[src/hw/rtl/abr_pkg.sv]
`default_nettype none

package abr_pkg;

    localparam int TIME_W     = 32;
    localparam int DUTY_W     = 8;
    localparam int PT_W       = 12;
    localparam int PER_W      = 16;
    localparam int OVR_W      = 9;
    localparam int CFG_IDX_W  = 3;
    localparam int CFG_DATA_W = 16;
    localparam int NUM_W      = 32;
    localparam int DEN_W      = 16;

    localparam int FILTER_SHIFT_DEF  = 4;
    localparam int SENSOR_BITS_DEF   = 12;
    localparam int BRIGHT_IS_LOW_DEF = 0;
    localparam int MAX_CATCHUP_DEF   = 32;

    localparam logic [PT_W-1:0]   BRIGHT_RST  = 12'd500;
    localparam logic [PT_W-1:0]   DARK_RST    = 12'd3500;
    localparam logic [DUTY_W-1:0] CEIL_RST    = 8'd255;
    localparam logic [DUTY_W-1:0] FLOOR_RST   = 8'd20;
    localparam logic [DUTY_W-1:0] HYST_RST    = 8'd8;
    localparam logic [PER_W-1:0]  RAMP_RST    = 16'd8;
    localparam logic [PER_W-1:0]  SAMPLE_RST  = 16'd100;
    localparam int                DUTY_MID    = (255 + 20) / 2;
    localparam logic [DUTY_W-1:0] DUTY_RST    = DUTY_W'(DUTY_MID);

    typedef enum logic [CFG_IDX_W-1:0] {
        CFG_BRIGHT   = 3'd0,
        CFG_DARK     = 3'd1,
        CFG_CEIL     = 3'd2,
        CFG_FLOOR    = 3'd3,
        CFG_HYST     = 3'd4,
        CFG_RAMP     = 3'd5,
        CFG_SAMPLE   = 3'd6,
        CFG_OVERRIDE = 3'd7
    } t_cfg_idx;

    // commands from the sequencer to the datapath
    typedef struct packed {
        logic load_in;
        logic sample;
        logic map_mul;
        logic want_ceil;
        logic div_map;
        logic map_take;
        logic hyst;
        logic div_ramp;
        logic ramp_take;
        logic ramp_skip;
        logic out_load;
    } t_dp_cmd;

    typedef struct packed {
        logic due;
        logic span_ok;
        logic ramp_need;
        logic ramp_due;
        logic div_done;
    } t_dp_sts;

endpackage

`default_nettype wire

[src/hw/rtl/abr_intf.sv]
`default_nettype none

interface abr_in_if #(
    parameter int SENSOR_BITS = abr_pkg::SENSOR_BITS_DEF
);
    import abr_pkg::*;
    logic                   valid;
    logic                   ready;
    logic [TIME_W-1:0]      now_ms;
    logic [SENSOR_BITS-1:0] light_sample;

    modport source (output valid, output now_ms, output light_sample, input ready);
    modport sink   (input valid, input now_ms, input light_sample, output ready);
endinterface

interface abr_out_if;
    import abr_pkg::*;
    logic              valid;
    logic              ready;
    logic [DUTY_W-1:0] duty;
    logic              duty_updated;
    logic [DUTY_W-1:0] target;

    modport source (output valid, output duty, output duty_updated, output target,
                    input ready);
    modport sink   (input valid, input duty, input duty_updated, input target,
                    output ready);
endinterface

interface abr_cfg_if;
    import abr_pkg::*;
    logic                  valid;
    logic                  ready;
    logic [CFG_IDX_W-1:0]  index;
    logic [CFG_DATA_W-1:0] data;

    modport source (output valid, output index, output data, input ready);
    modport sink   (input valid, input index, input data, output ready);
endinterface

`default_nettype wire

[src/hw/rtl/ambient_backlight_regulator.sv]
`default_nettype none

// channel  dir  handshake         word
// i_in     in   valid/ready       now_ms, light_sample
// o_res    out  valid/ready       duty, duty_updated, target
// i_cfg    in   valid/ready (=1)  index, data
//
// one word at a time; each of the two divisions (level map, ramp steps)
// runs in the shared bit-serial divider
// a finished result sits in the output register while the next word is taken
// reset is synchronous; a stalled result holds the block in its last state only
module ambient_backlight_regulator #(
    parameter int FILTER_SHIFT  = abr_pkg::FILTER_SHIFT_DEF,
    parameter int SENSOR_BITS   = abr_pkg::SENSOR_BITS_DEF,
    parameter int BRIGHT_IS_LOW = abr_pkg::BRIGHT_IS_LOW_DEF,
    parameter int MAX_CATCHUP   = abr_pkg::MAX_CATCHUP_DEF
) (
    input  logic        i_clk,
    input  logic        i_rst_n,
    abr_in_if.sink      i_in,
    abr_out_if.source   o_res,
    abr_cfg_if.sink     i_cfg
);
    import abr_pkg::*;

    t_dp_cmd w_cmd;
    t_dp_sts w_sts;
    logic    cfg_we;

    assign i_cfg.ready = 1'b1;
    assign cfg_we      = i_cfg.valid && i_cfg.ready;

    abr_ctrl u_ctrl (
        .i_clk       (i_clk),
        .i_rst_n     (i_rst_n),
        .i_in_valid  (i_in.valid),
        .o_in_ready  (i_in.ready),
        .o_out_valid (o_res.valid),
        .i_out_ready (o_res.ready),
        .i_sts       (w_sts),
        .o_cmd       (w_cmd)
    );

    abr_dp #(
        .FILTER_SHIFT  (FILTER_SHIFT),
        .SENSOR_BITS   (SENSOR_BITS),
        .BRIGHT_IS_LOW (BRIGHT_IS_LOW),
        .MAX_CATCHUP   (MAX_CATCHUP)
    ) u_dp (
        .i_clk          (i_clk),
        .i_rst_n        (i_rst_n),
        .i_cmd          (w_cmd),
        .o_sts          (w_sts),
        .i_now_ms       (i_in.now_ms),
        .i_light_sample (i_in.light_sample),
        .i_cfg_we       (cfg_we),
        .i_cfg_idx      (i_cfg.index),
        .i_cfg_data     (i_cfg.data),
        .o_duty         (o_res.duty),
        .o_duty_updated (o_res.duty_updated),
        .o_target       (o_res.target)
    );

    a_one_word: assert property (@(posedge i_clk) disable iff (!i_rst_n)
        (i_in.valid && i_in.ready) |=> !i_in.ready)
        else $error("second word taken while one is in work");

    a_step_needed: assert property (@(posedge i_clk) disable iff (!i_rst_n)
        w_cmd.ramp_take |-> w_sts.ramp_need)
        else $error("ramp step applied with duty already at target");

    a_load_free: assert property (@(posedge i_clk) disable iff (!i_rst_n)
        w_cmd.out_load |-> (!o_res.valid || o_res.ready))
        else $error("result register overwritten before it was taken");

    a_load_shows: assert property (@(posedge i_clk) disable iff (!i_rst_n)
        w_cmd.out_load |=> o_res.valid)
        else $error("loaded result not presented");

endmodule

`default_nettype wire

[src/hw/rtl/abr_div.sv]
`default_nettype none

module abr_div (
    input  logic                        i_clk,
    input  logic                        i_rst_n,
    input  logic                        i_start,
    input  logic [abr_pkg::NUM_W-1:0]   i_num,
    input  logic [abr_pkg::DEN_W-1:0]   i_den,
    output logic                        o_done,
    output logic [abr_pkg::NUM_W-1:0]   o_quo
);
    import abr_pkg::*;

    localparam int CNT_W = $clog2(NUM_W);

    logic             r_busy;
    logic             r_done;
    logic [CNT_W-1:0] r_cnt;
    logic [NUM_W-1:0] r_quo;
    logic [DEN_W-1:0] r_den;
    logic [DEN_W-1:0] r_rem;
    logic [DEN_W:0]   rem_sh;
    logic             fits;

    // restoring division, one quotient bit per cycle
    always_comb begin
        rem_sh = {r_rem, r_quo[NUM_W-1]};
        fits   = rem_sh >= {1'b0, r_den};
    end

    always_ff @(posedge i_clk) begin
        if (!i_rst_n) begin
            r_busy <= 1'b0;
            r_done <= 1'b0;
            r_cnt  <= '0;
        end else begin
            r_done <= 1'b0;
            if (i_start) begin
                r_busy <= 1'b1;
                r_cnt  <= '0;
            end else if (r_busy) begin
                r_cnt <= r_cnt + 1'b1;
                if (r_cnt == CNT_W'(NUM_W - 1)) begin
                    r_busy <= 1'b0;
                    r_done <= 1'b1;
                end
            end
        end
    end

    always_ff @(posedge i_clk) begin
        if (i_start) begin
            r_quo <= i_num;
            r_den <= i_den;
            r_rem <= '0;
        end else if (r_busy) begin
            r_quo <= {r_quo[NUM_W-2:0], fits};
            r_rem <= fits ? DEN_W'(rem_sh - {1'b0, r_den}) : rem_sh[DEN_W-1:0];
        end
    end

    assign o_done = r_done;
    assign o_quo  = r_quo;

endmodule

`default_nettype wire

[src/hw/rtl/abr_dp.sv]
`default_nettype none

module abr_dp #(
    parameter int FILTER_SHIFT  = abr_pkg::FILTER_SHIFT_DEF,
    parameter int SENSOR_BITS   = abr_pkg::SENSOR_BITS_DEF,
    parameter int BRIGHT_IS_LOW = abr_pkg::BRIGHT_IS_LOW_DEF,
    parameter int MAX_CATCHUP   = abr_pkg::MAX_CATCHUP_DEF
) (
    input  logic                             i_clk,
    input  logic                             i_rst_n,
    input  abr_pkg::t_dp_cmd                 i_cmd,
    output abr_pkg::t_dp_sts                 o_sts,
    input  logic [abr_pkg::TIME_W-1:0]       i_now_ms,
    input  logic [SENSOR_BITS-1:0]           i_light_sample,
    input  logic                             i_cfg_we,
    input  logic [abr_pkg::CFG_IDX_W-1:0]    i_cfg_idx,
    input  logic [abr_pkg::CFG_DATA_W-1:0]   i_cfg_data,
    output logic [abr_pkg::DUTY_W-1:0]       o_duty,
    output logic                             o_duty_updated,
    output logic [abr_pkg::DUTY_W-1:0]       o_target
);
    import abr_pkg::*;

    localparam int ACC_W  = SENSOR_BITS + FILTER_SHIFT;
    localparam int DK_W   = ((SENSOR_BITS > PT_W) ? SENSOR_BITS : PT_W) + 2;
    localparam int SPAN_W = PT_W + 1;
    localparam int RNG_W  = DUTY_W + 1;
    localparam int PROD_W = RNG_W + SPAN_W;
    localparam int MAG_W  = PROD_W - 1;
    localparam int HD_W   = DUTY_W + 2;

    // configuration
    logic [PT_W-1:0]   r_bright, r_dark;
    logic [DUTY_W-1:0] r_ceil, r_floor, r_hyst;
    logic [PER_W-1:0]  r_ramp_per, r_sample_per;
    logic              r_auto;

    // regulator state
    logic [ACC_W-1:0]  r_accum;
    logic              r_primed;
    logic [DUTY_W-1:0] r_target, r_cur;
    logic [TIME_W-1:0] r_next, r_last;
    logic              r_updated;

    // per-word working registers
    logic [TIME_W-1:0]      r_now;
    logic [SENSOR_BITS-1:0] r_raw;
    logic [MAG_W-1:0]       r_prod_mag;
    logic                   r_prod_neg;
    logic [PT_W-1:0]        r_span;
    logic                   r_span_ok;
    logic [DUTY_W-1:0]      r_want;
    logic [DUTY_W-1:0]      r_out_duty, r_out_target;
    logic                   r_out_updated;

    logic [TIME_W-1:0]        since_due;
    logic                     due;
    logic [SENSOR_BITS-1:0]   level;
    logic signed [DK_W-1:0]   lvl_x, bp_x, darkness, span_x;
    logic signed [SPAN_W-1:0] span;
    logic                     span_ok;
    logic [PT_W-1:0]          dk_c;
    logic signed [RNG_W-1:0]  range_d;
    logic signed [PROD_W-1:0] prod, prod_abs;
    logic signed [HD_W-1:0]   hd, hh;
    logic [PER_W-1:0]         period;
    logic [TIME_W-1:0]        elapsed;
    logic                     ramp_need, ramp_due;
    logic                     div_start, div_done;
    logic [NUM_W-1:0]         div_num, div_quo;
    logic [DEN_W-1:0]         div_den;
    logic [DUTY_W-1:0]        quo8, steps, remain, move;
    logic                     up;
    logic [DUTY_W-1:0]        ovr_v;

    always_comb begin
        since_due = r_now - r_next;
        due       = r_auto && !since_due[TIME_W-1];
    end

    // linear map of the filtered level
    always_comb begin
        level = r_accum[FILTER_SHIFT +: SENSOR_BITS];
        lvl_x = signed'({{(DK_W - SENSOR_BITS){1'b0}}, level});
        bp_x  = signed'({{(DK_W - PT_W){1'b0}}, r_bright});
        if (BRIGHT_IS_LOW != 0) begin
            darkness = lvl_x - bp_x;
            span     = signed'({1'b0, r_dark}) - signed'({1'b0, r_bright});
        end else begin
            darkness = bp_x - lvl_x;
            span     = signed'({1'b0, r_bright}) - signed'({1'b0, r_dark});
        end
        span_ok = !span[SPAN_W-1] && (span != '0);
        span_x  = signed'({{(DK_W - SPAN_W){span[SPAN_W-1]}}, span});
        if (darkness < 0) begin
            dk_c = '0;
        end else if (darkness > span_x) begin
            dk_c = span[PT_W-1:0];
        end else begin
            dk_c = darkness[PT_W-1:0];
        end
        range_d  = signed'({1'b0, r_ceil}) - signed'({1'b0, r_floor});
        prod     = PROD_W'(range_d) * PROD_W'(signed'({1'b0, dk_c}));
        prod_abs = prod[PROD_W-1] ? -prod : prod;
    end

    always_comb begin
        hd = signed'({2'b00, r_want}) - signed'({2'b00, r_target});
        hh = signed'({2'b00, r_hyst});
    end

    // ramp
    always_comb begin
        period    = (r_ramp_per == '0) ? PER_W'(1) : r_ramp_per;
        elapsed   = r_now - r_last;
        ramp_need = r_cur != r_target;
        ramp_due  = elapsed >= TIME_W'(period);
        quo8      = div_quo[DUTY_W-1:0];
        steps     = (div_quo > NUM_W'(MAX_CATCHUP)) ? DUTY_W'(MAX_CATCHUP) : quo8;
        up        = r_target > r_cur;
        remain    = up ? (r_target - r_cur) : (r_cur - r_target);
        move      = (steps < remain) ? steps : remain;
    end

    always_comb begin
        div_start = i_cmd.div_map || i_cmd.div_ramp;
        div_num   = i_cmd.div_map ? NUM_W'(r_prod_mag) : elapsed;
        div_den   = i_cmd.div_map ? DEN_W'(r_span) : period;
        ovr_v     = (i_cfg_data[DUTY_W-1:0] > r_ceil) ? r_ceil : i_cfg_data[DUTY_W-1:0];
    end

    abr_div u_div (
        .i_clk   (i_clk),
        .i_rst_n (i_rst_n),
        .i_start (div_start),
        .i_num   (div_num),
        .i_den   (div_den),
        .o_done  (div_done),
        .o_quo   (div_quo)
    );

    always_ff @(posedge i_clk) begin
        if (!i_rst_n) begin
            r_bright     <= BRIGHT_RST;
            r_dark       <= DARK_RST;
            r_ceil       <= CEIL_RST;
            r_floor      <= FLOOR_RST;
            r_hyst       <= HYST_RST;
            r_ramp_per   <= RAMP_RST;
            r_sample_per <= SAMPLE_RST;
            r_auto       <= 1'b1;
            r_accum      <= '0;
            r_primed     <= 1'b0;
            r_target     <= DUTY_RST;
            r_cur        <= DUTY_RST;
            r_next       <= '0;
            r_last       <= '0;
            r_updated    <= 1'b0;
        end else begin
            if (i_cfg_we) begin
                case (t_cfg_idx'(i_cfg_idx))
                    CFG_BRIGHT: r_bright     <= i_cfg_data[PT_W-1:0];
                    CFG_DARK:   r_dark       <= i_cfg_data[PT_W-1:0];
                    CFG_CEIL:   r_ceil       <= i_cfg_data[DUTY_W-1:0];
                    CFG_FLOOR:  r_floor      <= i_cfg_data[DUTY_W-1:0];
                    CFG_HYST:   r_hyst       <= i_cfg_data[DUTY_W-1:0];
                    CFG_RAMP:   r_ramp_per   <= i_cfg_data[PER_W-1:0];
                    CFG_SAMPLE: r_sample_per <= i_cfg_data[PER_W-1:0];
                    CFG_OVERRIDE: begin
                        // sign bit set means automatic control
                        if (i_cfg_data[OVR_W-1]) begin
                            r_auto <= 1'b1;
                        end else begin
                            r_auto   <= 1'b0;
                            r_target <= ovr_v;
                        end
                    end
                    default: ;
                endcase
            end
            if (i_cmd.sample && due) begin
                r_next   <= r_now + TIME_W'(r_sample_per);
                r_primed <= 1'b1;
                if (!r_primed) begin
                    r_accum <= ACC_W'(r_raw) << FILTER_SHIFT;
                end else begin
                    r_accum <= r_accum - (r_accum >> FILTER_SHIFT) + ACC_W'(r_raw);
                end
            end
            if (i_cmd.hyst && (hd > hh || hd < -hh)) begin
                r_target <= r_want;
            end
            if (i_cmd.ramp_skip) begin
                r_updated <= 1'b0;
                if (!ramp_need) begin
                    r_last <= r_now;
                end
            end
            if (i_cmd.ramp_take) begin
                r_updated <= 1'b1;
                r_last    <= r_now;
                r_cur     <= up ? (r_cur + move) : (r_cur - move);
            end
        end
    end

    always_ff @(posedge i_clk) begin
        if (i_cmd.load_in) begin
            r_now <= i_now_ms;
            r_raw <= i_light_sample;
        end
        if (i_cmd.map_mul) begin
            r_prod_mag <= prod_abs[MAG_W-1:0];
            r_prod_neg <= prod[PROD_W-1];
            r_span     <= span[PT_W-1:0];
            r_span_ok  <= span_ok;
        end
        if (i_cmd.want_ceil) begin
            r_want <= r_ceil;
        end else if (i_cmd.map_take) begin
            r_want <= r_prod_neg ? (r_ceil + quo8) : (r_ceil - quo8);
        end
        if (i_cmd.out_load) begin
            r_out_duty    <= r_cur;
            r_out_updated <= r_updated;
            r_out_target  <= r_target;
        end
    end

    always_comb begin
        o_sts.due       = due;
        o_sts.span_ok   = r_span_ok;
        o_sts.ramp_need = ramp_need;
        o_sts.ramp_due  = ramp_due;
        o_sts.div_done  = div_done;
    end

    assign o_duty         = r_out_duty;
    assign o_duty_updated = r_out_updated;
    assign o_target       = r_out_target;

endmodule

`default_nettype wire

[src/hw/rtl/abr_ctrl.sv]
`default_nettype none

module abr_ctrl (
    input  logic              i_clk,
    input  logic              i_rst_n,
    input  logic              i_in_valid,
    output logic              o_in_ready,
    output logic              o_out_valid,
    input  logic              i_out_ready,
    input  abr_pkg::t_dp_sts  i_sts,
    output abr_pkg::t_dp_cmd  o_cmd
);
    import abr_pkg::*;

    typedef enum logic [3:0] {
        S_IDLE,
        S_SAMPLE,
        S_MAP_MUL,
        S_MAP_DIV,
        S_MAP_WAIT,
        S_HYST,
        S_RAMP_CHK,
        S_RAMP_WAIT,
        S_DONE
    } t_state;

    t_state r_state, n_state;
    logic   r_out_valid, n_out_valid;
    logic   out_free;

    assign out_free = !r_out_valid || i_out_ready;

    always_comb begin
        n_state     = r_state;
        n_out_valid = r_out_valid && !i_out_ready;
        o_cmd       = '0;
        case (r_state)
            S_IDLE: begin
                if (i_in_valid) begin
                    o_cmd.load_in = 1'b1;
                    n_state       = S_SAMPLE;
                end
            end
            S_SAMPLE: begin
                o_cmd.sample = 1'b1;
                n_state      = i_sts.due ? S_MAP_MUL : S_RAMP_CHK;
            end
            S_MAP_MUL: begin
                o_cmd.map_mul = 1'b1;
                n_state       = S_MAP_DIV;
            end
            S_MAP_DIV: begin
                if (i_sts.span_ok) begin
                    o_cmd.div_map = 1'b1;
                    n_state       = S_MAP_WAIT;
                end else begin
                    o_cmd.want_ceil = 1'b1;
                    n_state         = S_HYST;
                end
            end
            S_MAP_WAIT: begin
                if (i_sts.div_done) begin
                    o_cmd.map_take = 1'b1;
                    n_state        = S_HYST;
                end
            end
            S_HYST: begin
                o_cmd.hyst = 1'b1;
                n_state    = S_RAMP_CHK;
            end
            S_RAMP_CHK: begin
                if (i_sts.ramp_need && i_sts.ramp_due) begin
                    o_cmd.div_ramp = 1'b1;
                    n_state        = S_RAMP_WAIT;
                end else begin
                    o_cmd.ramp_skip = 1'b1;
                    n_state         = S_DONE;
                end
            end
            S_RAMP_WAIT: begin
                if (i_sts.div_done) begin
                    o_cmd.ramp_take = 1'b1;
                    n_state         = S_DONE;
                end
            end
            S_DONE: begin
                if (out_free) begin
                    o_cmd.out_load = 1'b1;
                    n_out_valid    = 1'b1;
                    n_state        = S_IDLE;
                end
            end
            default: n_state = S_IDLE;
        endcase
    end

    always_ff @(posedge i_clk) begin
        if (!i_rst_n) begin
            r_state     <= S_IDLE;
            r_out_valid <= 1'b0;
        end else begin
            r_state     <= n_state;
            r_out_valid <= n_out_valid;
        end
    end

    assign o_in_ready  = r_state == S_IDLE;
    assign o_out_valid = r_out_valid;

endmodule

`default_nettype wire

[src/flat_wrapper.sv]
// flat-port wrapper written by rule: the top's interface ports become plain ports
module ambient_backlight_regulator_flat import abr_pkg::*;
#(
    parameter int FILTER_SHIFT  = abr_pkg::FILTER_SHIFT_DEF,
    parameter int SENSOR_BITS   = abr_pkg::SENSOR_BITS_DEF,
    parameter int BRIGHT_IS_LOW = abr_pkg::BRIGHT_IS_LOW_DEF,
    parameter int MAX_CATCHUP   = abr_pkg::MAX_CATCHUP_DEF
)
  (i_clk, i_rst_n, i_in_valid, i_in_now_ms, i_in_light_sample, i_in_ready, o_res_valid, o_res_duty, o_res_duty_updated, o_res_target, o_res_ready, i_cfg_valid, i_cfg_index, i_cfg_data, i_cfg_ready);
  abr_in_if #(.SENSOR_BITS(SENSOR_BITS)) i_in_i ();
  abr_out_if o_res_i ();
  abr_cfg_if i_cfg_i ();
  input  logic i_clk;
  input  logic i_rst_n;
  input wire logic [$bits(i_in_i.valid)-1:0] i_in_valid;
  input wire logic [$bits(i_in_i.now_ms)-1:0] i_in_now_ms;
  input wire logic [$bits(i_in_i.light_sample)-1:0] i_in_light_sample;
  output wire logic [$bits(i_in_i.ready)-1:0] i_in_ready;
  output wire logic [$bits(o_res_i.valid)-1:0] o_res_valid;
  output wire logic [$bits(o_res_i.duty)-1:0] o_res_duty;
  output wire logic [$bits(o_res_i.duty_updated)-1:0] o_res_duty_updated;
  output wire logic [$bits(o_res_i.target)-1:0] o_res_target;
  input wire logic [$bits(o_res_i.ready)-1:0] o_res_ready;
  input wire logic [$bits(i_cfg_i.valid)-1:0] i_cfg_valid;
  input wire logic [$bits(i_cfg_i.index)-1:0] i_cfg_index;
  input wire logic [$bits(i_cfg_i.data)-1:0] i_cfg_data;
  output wire logic [$bits(i_cfg_i.ready)-1:0] i_cfg_ready;
  assign i_in_i.valid = i_in_valid;
  assign i_in_i.now_ms = i_in_now_ms;
  assign i_in_i.light_sample = i_in_light_sample;
  assign i_in_ready = i_in_i.ready;
  assign o_res_valid = o_res_i.valid;
  assign o_res_duty = o_res_i.duty;
  assign o_res_duty_updated = o_res_i.duty_updated;
  assign o_res_target = o_res_i.target;
  assign o_res_i.ready = o_res_ready;
  assign i_cfg_i.valid = i_cfg_valid;
  assign i_cfg_i.index = i_cfg_index;
  assign i_cfg_i.data = i_cfg_data;
  assign i_cfg_ready = i_cfg_i.ready;
  ambient_backlight_regulator #(.FILTER_SHIFT(FILTER_SHIFT), .SENSOR_BITS(SENSOR_BITS), .BRIGHT_IS_LOW(BRIGHT_IS_LOW), .MAX_CATCHUP(MAX_CATCHUP)) u_core (.i_clk(i_clk), .i_rst_n(i_rst_n), .i_in(i_in_i), .o_res(o_res_i), .i_cfg(i_cfg_i));
endmodule
[config.mk]
export PLATFORM = sky130hd
export DESIGN_NAME = ambient_backlight_regulator_flat
export DESIGN_NICKNAME = d
export VERILOG_FILES = /design/src/hw/rtl/abr_pkg.sv /design/src/hw/rtl/abr_intf.sv /design/src/hw/rtl/ambient_backlight_regulator.sv /design/src/hw/rtl/abr_div.sv /design/src/hw/rtl/abr_dp.sv /design/src/hw/rtl/abr_ctrl.sv /design/src/flat_wrapper.sv
export SDC_FILE = /design/constraint.sdc
export NUM_CORES = 1
export LEC_CHECK = 0
export BUFFER_PORTS_ARGS = -buffer_cell sky130_fd_sc_hd__buf_2
export CAP_MARGIN = 15
export CELL_PAD_IN_SITES_DETAIL_PLACEMENT = 0
export CELL_PAD_IN_SITES_GLOBAL_PLACEMENT = 1
export CORE_MARGIN = 2
export CORE_UTILIZATION = 35
export DETAILED_ROUTE_END_ITERATION = 10
export GPL_TIMING_DRIVEN = 1
export PLACE_DENSITY = 0.62
export REMOVE_ABC_BUFFERS = 1
export SKIP_LAST_GASP = 1
export SLEW_MARGIN = 20
export SYNTH_ARGS = -nofsm -noshare
export SYNTH_HDL_FRONTEND = slang
export SYNTH_SLANG_ARGS = --single-unit
export TNS_END_PERCENT = 1
[constraint.sdc]
create_clock -name i_clk -period 20.9 [get_ports i_clk]
set_input_delay 2.09 -clock i_clk [delete_from_list [all_inputs] [get_ports i_clk]]
set_output_delay 2.09 -clock i_clk [all_outputs]
set_load 0.05 [all_outputs]
==> run summary <==
Status: completed
Synth Cell Area: 28000 um2
Worst-Margin Slew: 1.12 ns
Post-cts sizing count: 0
Pin count of the biggest net entering global routing: 78
Final setup violation count: 0
Area growth syn-to-layout: 10.9%
Fmax achieved: 0.0839 GHz
First-pass GRT wire length: 133000 um
Critical Path AT: 12.32 ns
DRT Pass-1 Iters: 5
DRT Wirelength: 84000 um
Period utilization: 57.0%
Vias in the first global route: 23183
Clock Skew: 0.0221 ns
Sequential cell area: 8710 um2
Die span in x: 287 um
Top FF cell, synth: dfxtp_1
Post-synthesis sequential area ratio: 31.1%
Clock Tree Buf Depth: 3
Share of layout cells above drive strength 1: 7.51%
Most common cell in the netlist: nand2_1
Synth Warn #: 0
Critical path capture point type: register
CTS sink cnt: 359
Post-Syn Instances: 3244
Synth top area share: 16.3%
Drc violations: 0
I/O Buffers: 86
Total negative slack: 0 ns
Max-cap violation count: 0
GRT Overall Usage: 20.4%
Ports: 88
Worst Hold Class: reg -> reg
Routed wl met3: 3810 um
Synth Area per Inst: 8.63 um2
DR vias/cell: 5.34
Number of fill cells: 8058
Cts hold-fix bufs: 0
Gpl congestion: 0.866
1st-iter DRT viols: 1532
Distinct cells, synth: 89
Initial antenna violation count: 5
RSZ-0062 raised after global routing: no
Worst path required time: 21.30 ns
Worst Setup Path Type: reg -> reg
Clock insertion delay at the later pin of the skew report: 0.59 ns
FP Rows: 103
Congestion Overflow GR: 0
Worst path slowest cell: o21ai_1
Routed Antenna Nets: 0
Max Used Layer: met4
Die H: 287 um
Met1 wire length: 40600 um
Root Driver: clkbuf_16
WL met2: 37900 um
Max_slew headroom: 25.4%
Hpwl dp: 63800 um
Post-synth EDFFs: 152
Initial core utilization: 35.4%
Area occupied by multi-input gates: 17500 um2
Most frequent cells after synthesis: 372 x nand2_1, 342 x inv_1, 301 x ha_1
Final Hold Viols: 0
Area leader, netlist: edfxtp_1
Type of origin of the critical path: register
Routed WL per cell: 19.2 um
Tmin final: 11.92 ns
Die ar.: 82200 um2
Async SR Flop Fraction: 0%
CP bufs+invs: 7
Core footprint: 79100 um2
Slowest stage delay, CP: 0.72 ns
H-tree Lvls: 2
FF+latch count, synth: 359
Slew Limit Fails: 0
Total number of vias: 23309
CTS Buf Count: 47
Ranking of synthesized cells by area: edfxtp_1 16%, dfxtp_1 15%, ha_1 13%, fa_1 6.7%, nand2_1 5.0%
Final nets: 3738
CTS tree: yes
Setup Buffers After CTS: 0
Crit path max-delay family: compound AO/OA/AOI/OAI gates
CTS clk-pin slew, worst paths: 0.06 ns
CP max FO: 26
## area by class of cell
type	instances	area share, %
diodes	3	0.0242
repair buffers	113	2.04
inverters	343	4.15
clock inverters	19	0.693
multi-input cells	2411	56.5
flip-flops and latches	359	28.0
clock buffers	69	4.35
well taps	1050	4.23
## per-stage QoR
| stage | cells | util, % | hold slack (ns) | worst slack (ns) | instance area (um2) |
|---|---|---|---|---|---|
| 2_1_floorplan | 3113 | - | 0.430 | 9.54 | 27500 |
| 3_3_place_gp | 4276 | 37.2 | 0.440 | 9.33 | 29500 |
| 5_1_grt | 4364 | 39.2 | 0.467 | 8.00 | 31000 |
| 4_1_cts | 4364 | 39.2 | 0.452 | 9.04 | 31000 |
| 3_5_place_dp | 4276 | 37.2 | 0.445 | 9.11 | 29500 |
| 6_report | 4367 | 39.2 | 0.447 | 8.98 | 31100 |
## cell usage in the layout, fill, tap and decap left out, drive strengths merged, types with 29 or more instances in the layout
master	Yosys	final
xor2	55	55
nor2	189	189
clkbuf	117	69
fa	94	94
a21oi	260	260
o21ai	140	140
dfxtp	207	207
nand3	122	122
nand2	372	372
ha	301	301
or3	30	30
nand4	29	29
o21a	38	38
mux2i	48	48
a211oi	52	52
inv	343	345
nor2b	30	30
buf	15	113
edfxtp	152	152
nor3	109	109
xnor2	118	118
a21o	70	70
o211ai	53	53
## per-layer routing
metal,vias to the layer above,track usage (%)
met1,11245,28.8
met2,503,33.3
met5,-,0
met4,0,4.58
met3,108,2.49
li1,11453,-
## path summary, 6_finish.rpt
kind                                                            from                                  end  slack [ns]  depth (start not counted)
worst max-delay path            u_core.u_dp.r_bright[1]$_SDFFE_PN0P_  u_core.u_dp.r_prod_mag[7]$_DFFE_PP_        8.98                         38
worst min-delay path             u_core.u_dp.r_last[29]$_SDFFE_PN0P_  u_core.u_dp.r_last[29]$_SDFFE_PN0P_        0.45                          2
worst max register to register  u_core.u_dp.r_bright[1]$_SDFFE_PN0P_  u_core.u_dp.r_prod_mag[7]$_DFFE_PP_        8.98                         38
worst min register to register   u_core.u_dp.r_last[29]$_SDFFE_PN0P_  u_core.u_dp.r_last[29]$_SDFFE_PN0P_        0.45                          2
## registers in the layout (all words and copies together) (netlist names), 12 cells and up
name / flops
u_core.u_dp.r_last: 32
u_core.u_dp.r_next: 32
u_core.u_dp.r_now: 32
u_core.u_dp.u_div.o_quo: 32
u_core.u_dp.r_prod_mag: 21
u_core.u_dp.r_accum: 16
u_core.u_dp.r_ramp_per: 16
u_core.u_dp.r_sample_per: 16
u_core.u_dp.u_div.r_den: 16
u_core.u_dp.u_div.r_rem: 16
u_core.u_dp.r_bright: 12
u_core.u_dp.r_dark: 12
u_core.u_dp.r_raw: 12
u_core.u_dp.r_span: 12
## cells by family (layout without fill, tap and decap cells)
group | count (synthesis) | after routing | synth area share, %
AO/OA/AOI/OAI | 777 | 777 | 18.0
XOR/XNOR | 174 | 174 | 5.52
adder cells (fa/ha/maj) | 396 | 396 | 20.2
buffers and inverters | 475 | 544 | 6.44
flip-flops | 359 | 359 | 31.1
multiplexers | 56 | 56 | 2.04
other | 2 | 6 | 0.0268
AND/OR/NAND/NOR | 1005 | 1005 | 16.6
## worst min-delay path, delay by kind of cell, from the launching register on
kind	cells	cell delay [ns]
AND/OR/NAND/NOR	1	0.05
flip-flops	1	0.31
AO/OA/AOI/OAI	1	0.05
Power is not shown: default switching activity piles up to over one toggle a cycle in this logic, so the estimate is an artifact.
